`config.mk`:
```
export PLATFORM = sky130hd
export DESIGN_NAME = dxt_block_decode
export DESIGN_NICKNAME = d
export VERILOG_FILES = /design/src/rtl/dxtd_pkg.sv /design/src/rtl/dxtd_prep.sv /design/src/rtl/dxtd_table.sv /design/src/rtl/dxtd_emit.sv /design/src/rtl/dxt_block_decode.sv
export SDC_FILE = /design/constraint.sdc
export NUM_CORES = 2
export LEC_CHECK = 0
export ABC_AREA = 1
export BUFFER_PORTS_ARGS = -buffer_cell sky130_fd_sc_hd__buf_2
export CAP_MARGIN = 20
export CORE_ASPECT_RATIO = 0.75
export CORE_UTILIZATION = 55
export DETAILED_ROUTE_END_ITERATION = 8
export GPL_TIMING_DRIVEN = 1
export PLACE_DENSITY_LB_ADDON = 0.1
export REMOVE_ABC_BUFFERS = 1
export SLEW_MARGIN = 20
export SYNTH_ARGS = -nofsm -noshare
export SYNTH_HDL_FRONTEND = slang
export SYNTH_SLANG_ARGS = --single-unit
```
`constraint.sdc`:
```
create_clock -name clk -period 30.5 [get_ports clk]
set_input_delay 1.525 -clock clk [delete_from_list [all_inputs] [get_ports clk]]
set_output_delay 1.525 -clock clk [all_outputs]
set_load 0.02 [all_outputs]
```
`src/rtl/dxtd_pkg.sv`:
```
// shared types, format codes and arithmetic helpers for the block decoder
package dxtd_pkg;

  localparam logic [1:0] FMT_DXT1 = 2'd0;
  localparam logic [1:0] FMT_DXT3 = 2'd1;
  localparam logic [1:0] FMT_DXT5 = 2'd2;

  localparam logic [15:0] ROW_STRIDE_RST = 16'd16;

  // reciprocals scaled by 2^16, exact over the sum ranges used here
  localparam logic [14:0] DIV3_MUL = 15'd21846;
  localparam logic [13:0] DIV5_MUL = 14'd13108;
  localparam logic [13:0] DIV7_MUL = 14'd9363;

  typedef struct packed {
    logic [63:0] colour_half;
    logic [63:0] alpha_half;
    logic [1:0]  block_format;
    logic [2:0]  cols_valid;
    logic [2:0]  rows_valid;
  } in_item_t;

  typedef struct packed {
    logic [7:0]  red;
    logic [7:0]  green;
    logic [7:0]  blue;
    logic [7:0]  alpha_out;
    logic [1:0]  pixel_x;
    logic [1:0]  pixel_y;
    logic [17:0] byte_offset;
    logic        last_pixel;
  } out_item_t;

  // expanded endpoints and weighted sums ahead of the divides
  typedef struct packed {
    logic [1:0][2:0][7:0] ends;
    logic [2:0][9:0]      mix2;
    logic [2:0][9:0]      mix3;
    logic                 four_col;
    logic [7:0]           a0;
    logic [7:0]           a1;
    logic [5:0][10:0]     amix;
    logic                 alpha7;
    logic [63:0]          alpha_half;
    logic [31:0]          idx;
    logic [1:0]           fmt;
    logic [2:0]           cols;
    logic [2:0]           rows;
  } prep_t;

  // fully decoded block, read out one pixel at a time
  typedef struct packed {
    logic [3:0][2:0][7:0] pal;
    logic                 trans3;
    logic [7:0][7:0]      atab;
    logic [63:0]          alpha_half;
    logic [31:0]          idx;
    logic [1:0]           fmt;
    logic [2:0]           cols;
    logic [2:0]           rows;
  } blk_t;

  // v*255/31 truncated: 8v plus floor(7v/31)
  function automatic logic [7:0] expand5(input logic [4:0] v);
    logic [2:0] c;
    c = 3'(v >= 5'd5) + 3'(v >= 5'd9) + 3'(v >= 5'd14) + 3'(v >= 5'd18)
      + 3'(v >= 5'd23) + 3'(v >= 5'd27) + 3'(v >= 5'd31);
    return {v, 3'b000} + {5'b0, c};
  endfunction

  // v*255/63 truncated: 4v plus floor(v/21)
  function automatic logic [7:0] expand6(input logic [5:0] v);
    logic [1:0] c;
    c = 2'(v >= 6'd21) + 2'(v >= 6'd42) + 2'(v >= 6'd63);
    return {v, 2'b00} + {6'b0, c};
  endfunction

  function automatic logic [7:0] div3(input logic [9:0] x);
    logic [24:0] p;
    p = 25'(x) * 25'(DIV3_MUL);
    return p[23:16];
  endfunction

  function automatic logic [7:0] div5(input logic [10:0] x);
    logic [24:0] p;
    p = 25'(x) * 25'(DIV5_MUL);
    return p[23:16];
  endfunction

  function automatic logic [7:0] div7(input logic [10:0] x);
    logic [24:0] p;
    p = 25'(x) * 25'(DIV7_MUL);
    return p[23:16];
  endfunction

endpackage

```
`src/rtl/dxtd_prep.sv`:
```
// input stage: endpoint expansion and weighted palette and alpha sums
module dxtd_prep import dxtd_pkg::*; (
  input  logic     clk,
  input  logic     rst_n,
  input  logic     in_valid,
  output logic     in_stall,
  input  in_item_t in_data,
  input  logic     next_ready,
  output logic     prep_valid,
  output prep_t    prep
);

  logic       valid_r;
  prep_t      prep_r;
  prep_t      prep_nxt;
  logic       take;
  logic [15:0] c0;
  logic [15:0] c1;
  logic [7:0]  e0;
  logic [7:0]  e1;
  logic [7:0]  a0;
  logic [7:0]  a1;

  assign in_stall   = valid_r && !next_ready;
  assign take       = in_valid && !in_stall;
  assign prep_valid = valid_r;
  assign prep       = prep_r;

  always_comb begin
    c0 = in_data.colour_half[15:0];
    c1 = in_data.colour_half[31:16];
    a0 = in_data.alpha_half[7:0];
    a1 = in_data.alpha_half[15:8];
    e0 = '0;
    e1 = '0;
    prep_nxt = '0;
    prep_nxt.ends[0][0] = expand5(c0[15:11]);
    prep_nxt.ends[0][1] = expand6(c0[10:5]);
    prep_nxt.ends[0][2] = expand5(c0[4:0]);
    prep_nxt.ends[1][0] = expand5(c1[15:11]);
    prep_nxt.ends[1][1] = expand6(c1[10:5]);
    prep_nxt.ends[1][2] = expand5(c1[4:0]);
    prep_nxt.four_col = (in_data.block_format != FMT_DXT1) || (c0 > c1);
    for (int ch = 0; ch < 3; ch++) begin
      e0 = prep_nxt.ends[0][ch];
      e1 = prep_nxt.ends[1][ch];
      // three-colour mode only needs the plain sum for the midpoint
      prep_nxt.mix2[ch] = prep_nxt.four_col ? (10'({e0, 1'b0}) + 10'(e1))
                                            : (10'(e0) + 10'(e1));
      prep_nxt.mix3[ch] = 10'(e0) + 10'({e1, 1'b0});
    end
    prep_nxt.a0 = a0;
    prep_nxt.a1 = a1;
    prep_nxt.alpha7 = a0 > a1;
    for (int k = 1; k < 7; k++) begin
      if (prep_nxt.alpha7) begin
        prep_nxt.amix[k-1] = 11'((7 - k) * a0) + 11'(k * a1);
      end else if (k <= 4) begin
        prep_nxt.amix[k-1] = 11'((5 - k) * a0) + 11'(k * a1);
      end else begin
        prep_nxt.amix[k-1] = '0;
      end
    end
    prep_nxt.alpha_half = in_data.alpha_half;
    prep_nxt.idx  = in_data.colour_half[63:32];
    prep_nxt.fmt  = in_data.block_format;
    prep_nxt.cols = (in_data.cols_valid > 3'd4) ? 3'd4 : in_data.cols_valid;
    prep_nxt.rows = (in_data.rows_valid > 3'd4) ? 3'd4 : in_data.rows_valid;
  end

  always_ff @(posedge clk) begin
    if (!rst_n) begin
      valid_r <= 1'b0;
    end else if (!valid_r || next_ready) begin
      valid_r <= in_valid;
    end
  end

  always_ff @(posedge clk) begin
    if (take) begin
      prep_r <= prep_nxt;
    end
  end

endmodule

```
`src/rtl/dxtd_table.sv`:
```
// divide stage: builds the colour palette and alpha table into the block register
module dxtd_table import dxtd_pkg::*; (
  input  logic  clk,
  input  logic  rst_n,
  input  logic  prep_valid,
  input  prep_t prep,
  output logic  next_ready,
  input  logic  blk_done,
  output logic  blk_valid,
  output blk_t  blk
);

  logic blk_valid_r;
  blk_t blk_r;
  blk_t blk_nxt;

  assign next_ready = !blk_valid_r || blk_done;
  assign blk_valid  = blk_valid_r;
  assign blk        = blk_r;

  always_comb begin
    blk_nxt = '0;
    blk_nxt.pal[0] = prep.ends[0];
    blk_nxt.pal[1] = prep.ends[1];
    for (int ch = 0; ch < 3; ch++) begin
      blk_nxt.pal[2][ch] = prep.four_col ? div3(prep.mix2[ch]) : prep.mix2[ch][8:1];
      blk_nxt.pal[3][ch] = prep.four_col ? div3(prep.mix3[ch]) : 8'd0;
    end
    blk_nxt.trans3 = !prep.four_col;
    blk_nxt.atab[0] = prep.a0;
    blk_nxt.atab[1] = prep.a1;
    for (int k = 1; k < 7; k++) begin
      if (prep.alpha7) begin
        blk_nxt.atab[k+1] = div7(prep.amix[k-1]);
      end else if (k <= 4) begin
        blk_nxt.atab[k+1] = div5(prep.amix[k-1]);
      end else if (k == 5) begin
        blk_nxt.atab[k+1] = 8'd0;
      end else begin
        blk_nxt.atab[k+1] = 8'd255;
      end
    end
    blk_nxt.alpha_half = prep.alpha_half;
    blk_nxt.idx  = prep.idx;
    blk_nxt.fmt  = prep.fmt;
    blk_nxt.cols = prep.cols;
    blk_nxt.rows = prep.rows;
  end

  always_ff @(posedge clk) begin
    if (!rst_n) begin
      blk_valid_r <= 1'b0;
    end else if (next_ready) begin
      blk_valid_r <= prep_valid;
    end
  end

  always_ff @(posedge clk) begin
    if (next_ready && prep_valid) begin
      blk_r <= blk_nxt;
    end
  end

endmodule

```
`src/rtl/dxtd_emit.sv`:
```
// pixel walker: steps through the clip rectangle and fills the result register
module dxtd_emit import dxtd_pkg::*; (
  input  logic        clk,
  input  logic        rst_n,
  input  logic        blk_valid,
  input  blk_t        blk,
  input  logic [15:0] row_stride,
  output logic        blk_done,
  output logic        out_valid,
  input  logic        out_stall,
  output out_item_t   out_data
);

  logic [1:0] x_r;
  logic [1:0] y_r;
  logic       out_valid_r;
  out_item_t  out_r;
  out_item_t  out_nxt;
  logic       out_free;
  logic       empty;
  logic       last_x;
  logic       last;
  logic       emit;
  logic [3:0] p;
  logic [1:0] ci;
  logic [3:0] nib;
  logic [5:0] apos;
  logic [2:0] aidx;

  assign empty    = (blk.cols == 3'd0) || (blk.rows == 3'd0);
  assign last_x   = ({1'b0, x_r} + 3'd1) == blk.cols;
  assign last     = last_x && (({1'b0, y_r} + 3'd1) == blk.rows);
  assign out_free = !out_valid_r || !out_stall;
  assign emit     = blk_valid && out_free && !empty;
  // an empty clip retires the block without a transaction
  assign blk_done = blk_valid && (empty || (emit && last));

  assign out_valid = out_valid_r;
  assign out_data  = out_r;

  always_comb begin
    p    = {y_r, x_r};
    ci   = blk.idx[{p, 1'b0} +: 2];
    nib  = blk.alpha_half[{p, 2'b00} +: 4];
    apos = 6'd16 + 6'({p, 1'b0}) + 6'(p);
    aidx = blk.alpha_half[apos +: 3];
    out_nxt = '0;
    out_nxt.red   = blk.pal[ci][0];
    out_nxt.green = blk.pal[ci][1];
    out_nxt.blue  = blk.pal[ci][2];
    unique case (blk.fmt)
      FMT_DXT1: out_nxt.alpha_out = (blk.trans3 && (ci == 2'd3)) ? 8'd0 : 8'd255;
      FMT_DXT3: out_nxt.alpha_out = {nib, nib};
      FMT_DXT5: out_nxt.alpha_out = blk.atab[aidx];
      default:  out_nxt.alpha_out = 8'd255;
    endcase
    out_nxt.pixel_x     = x_r;
    out_nxt.pixel_y     = y_r;
    out_nxt.byte_offset = ({2'b00, row_stride} * {16'b0, y_r}) + {14'b0, x_r, 2'b00};
    out_nxt.last_pixel  = last;
  end

  always_ff @(posedge clk) begin
    if (!rst_n) begin
      x_r <= 2'd0;
      y_r <= 2'd0;
    end else if (blk_done) begin
      x_r <= 2'd0;
      y_r <= 2'd0;
    end else if (emit) begin
      if (last_x) begin
        x_r <= 2'd0;
        y_r <= y_r + 2'd1;
      end else begin
        x_r <= x_r + 2'd1;
      end
    end
  end

  always_ff @(posedge clk) begin
    if (!rst_n) begin
      out_valid_r <= 1'b0;
    end else if (out_free) begin
      out_valid_r <= emit;
    end
  end

  always_ff @(posedge clk) begin
    if (emit) begin
      out_r <= out_nxt;
    end
  end

endmodule

```
`src/rtl/dxt_block_decode.sv`:
```
// path: an accepted block passes the prep register and the block register before the result register
// throughput: one pixel per cycle while out_stall is low, cols*rows pixels per block (none for
// an empty clip), set by the pixel walker that feeds the single result register
// blocks overlap: the next block is decoded while the current one is still being walked
// reset: synchronous active low, empties the pipeline and sets the row stride to 16
module dxt_block_decode import dxtd_pkg::*; (
  input  logic        clk,
  input  logic        rst_n,
  input  logic        in_valid,
  output logic        in_stall,
  input  in_item_t    in_data,
  output logic        out_valid,
  input  logic        out_stall,
  output out_item_t   out_data,
  input  logic        cfg_valid,
  output logic        cfg_ready,
  input  logic [15:0] cfg_data
);

  logic [15:0] row_stride_r;
  logic        prep_valid;
  prep_t       prep;
  logic        next_ready;
  logic        blk_valid;
  blk_t        blk;
  logic        blk_done;

  assign cfg_ready = 1'b1;

  always_ff @(posedge clk) begin
    if (!rst_n) begin
      row_stride_r <= ROW_STRIDE_RST;
    end else if (cfg_valid && cfg_ready) begin
      row_stride_r <= cfg_data;
    end
  end

  dxtd_prep u_prep (
    .clk        (clk),
    .rst_n      (rst_n),
    .in_valid   (in_valid),
    .in_stall   (in_stall),
    .in_data    (in_data),
    .next_ready (next_ready),
    .prep_valid (prep_valid),
    .prep       (prep)
  );

  dxtd_table u_table (
    .clk        (clk),
    .rst_n      (rst_n),
    .prep_valid (prep_valid),
    .prep       (prep),
    .next_ready (next_ready),
    .blk_done   (blk_done),
    .blk_valid  (blk_valid),
    .blk        (blk)
  );

  dxtd_emit u_emit (
    .clk        (clk),
    .rst_n      (rst_n),
    .blk_valid  (blk_valid),
    .blk        (blk),
    .row_stride (row_stride_r),
    .blk_done   (blk_done),
    .out_valid  (out_valid),
    .out_stall  (out_stall),
    .out_data   (out_data)
  );

endmodule

```
==> impl_metrics.toml <==
[synthesis]
yosys-top-cells-count = "inv_1, ha_1, nand2_1"
synth_area_mm2 = 0.0645
yosys_register_bits = 600
synth_area_leaders = "edfxtp_1, ha_1, fa_1, inv_1, nand2_1"
synth_ff_type = "edfxtp_1"
synthAdderAreaFrac_pct = 38.6
yosys.area_share.simple_pct = 13.0
async_flop_share_pct = 0
ys_seq_area_share_pct = 27.6
synth_top_family_by_area = "adder cells"
synth_edf_count = 577
synth_xor_area_share_pct = 2.28
netlist_instances = 7077
synth-compound-area-share_pct = 9.40
yosys_warnings = 0
ys_types = 54
synth_mux_area_share_pct = 0
synth_top_area_share_pct = 26.8
synth_most_common_cell = "inv_1"
synth.avg_cell_area_um2 = 9.12
synth_top_cell_by_area = "edfxtp_1"

[timing]
tns_ns = 0
finClkSkew_ns = 0.0587
grt_setup_unrepaired = "false"
slew_headroom_pct = 32.1
finalSetupViolCount = 0
fmax_mhz = 183
worst_slew_pin_slew_ns = 1.02
final.period_utilization_pct = 17.9
period_needed_ns = 5.45
slew_viol_final = 0
setup_ws_ns = 25.05
report.final.hold_viol_count = 0

[global_route]
top_usage_layer = "met1"
grt_usage_pct = 27.0
grtUsageMet3_pct = 3.85
met1_usage_pct = 41.5
grt_pass1_wl_um = 255000
met2_usage_pct = 40.7
first_global_vias = 47400
antenna_found_initial = 6
grt_max_degree = 84
overflow = 0

[drt]
wire_per_inst_um = 17.7
first_iter_violations = 3864
drc = 0
via_per_inst = 5.45
antenna_left = 0
num_vias = 48300
dr.pass1.iters = 6
wirelength_um = 157000

[floorplan]
die_w_um = 398
initial_core_util_pct = 55.6
die-area_mm2 = 0.119
die_h_um = 299
core_area_mm2 = 0.116
fp-row-count = 108
pin_count = 215

[setup_path]
reg2reg_to = "u_emit.out_data[27]"
critPathLaunch = "in_data[89]"
crit_required_ns = 30.89
path_class = "in -> reg"
crit-reg2reg-launch = "u_emit.x_r[1]"
cp-start-kind = "input port"
worst_r2r_path_depth = 16
critPathMaxFanout = 9
cp-end-kind = "flip-flop"
arrival_ns = 5.84
reg2reg_slack_ns = 25.24

[run]
cap_violations = 0

[clock_tree]
postCtsSetupBuffers = 0
cts_sinks = 600
insertion_delay_ns = 0.67
cts_root_buffer = "clkbuf_16"
hold_buffers = 0
h-tree-depth = 3
cts_buffers = 66
cts_tree = "done"
clockBufferDepth = 3
cts.reportedPaths.clkPinSlew_ns = 0.06
post_cts_resized = 0

[finish]
fin_nets = 9146
post_route_cells_drive_above_1_share_pct = 5.55
syn_to_final_growth_pct = 7.64

[worst_hold_path]
holdPathEnd = "u_table.blk[46]"
worstHoldPathType = "reg -> reg"
worstHoldPathCells = 0
min_from = "u_prep.prep[46]"

[status]
status = "complete, no violations"

[place]
io_buffers = 213
gp_congestion = 0.926
pre_cts_ws_ns = 24.44
hpwl_um = 127000
-- sequential cells by signal, indices dropped and copies added, names as in the netlist --
name and count:
row_stride_r 16, u_table.blk 249, u_emit.x_r 2, u_emit.out_data 55, u_table.blk_valid 1, u_prep.prep_valid 1
u_emit.out_valid 1, u_prep.prep 273, u_emit.y_r 2
-- worst max path at each step --
stage                  endpoint  slack, ns  cells after the start
2_1_floorplan    u_table.blk[0]      14.29                      8
6_report       u_prep.prep[243]      25.05                     20
3_5_place_dp   u_prep.prep[243]      24.44                     20
5_1_grt        u_prep.prep[226]      24.76                     24
3_3_place_gp   u_prep.prep[226]      24.47                     24
4_1_cts        u_prep.prep[243]      25.14                     20
-- layout make-up --
| type | instances | area (um2) |
|---|---|---|
| Multi-Input combinational cell | 4953 | 40800 |
| Antenna cell | 2 | 5.00 |
| Sequential cell | 600 | 17800 |
| Clock buffer | 70 | 1670 |
| Fill cell | 10100 | 46600 |
| Timing Repair Buffer | 241 | 1280 |
| Clock inverter | 50 | 638 |
| Tap cell | 1540 | 1930 |
| Inverter | 1414 | 5320 |
-- through the flow --
stage / util, % / std cells / hold WS, ns / instance area (um2)
final: 59.8 / 8870 / 0.398 / 69500
after floorplan: - / 6967 / 0.400 / 63900
after detailed placement: 57.9 / 8748 / 0.405 / 67200
after global routing: 59.8 / 8868 / 0.416 / 69500
after global placement: 57.9 / 8748 / 0.401 / 67200
after CTS: 59.8 / 8868 / 0.396 / 69500
-- critical path: stages --
cell	delay, ns
buf_2	0.21
inv_1	0.09
o31ai_1	0.29
fa_1	0.46
inv_1	0.07
fa_1	0.40
inv_1	0.06
ha_1	0.13
inv_1	0.05
fa_1	0.43
xnor2_1	0.55
ha_1	0.40
nand2_1	0.08
nor2_1	0.04
a211oi_1	0.44
nor2_1	0.11
o21ai_0	0.19
nand2_1	0.09
xor2_1	0.12
o21ai_0	0.09
-- kinds of logic (layout without fill, tap and decap cells) --
logic type,Yosys count,in the layout
buf+inv,1524,1775
fa+ha+maj,1713,1713
flops,600,600
simple gates,1982,1982
xor+xnor,167,167
compound gates,1090,1090
other cells,1,3
-- layout by cell type, fill, tap and decap left out, types with 66 or more instances in the layout --
master	count
inv_1	1399
ha_1	1251
nand2_1	1052
edfxtp_1	577
a21oi_1	466
fa_1	462
nand3_1	392
nor2_1	366
o21ai_0	366
buf_2	213
xor2_1	104
clkbuf_16	66
-- layer usage --
| metal | vias up | routed length (um) |
|---|---|---|
| li1 | 24000 | - |
| met1 | 22900 | 78400 |
| met2 | 1260 | 66400 |
| met3 | 144 | 10000 |
| met4 | 6 | 2110 |
| met5 | - | 23 |
Power is left out: the tool's default activity adds up to more than one toggle a clock period on the data nets, which glitch-free logic cannot reach.
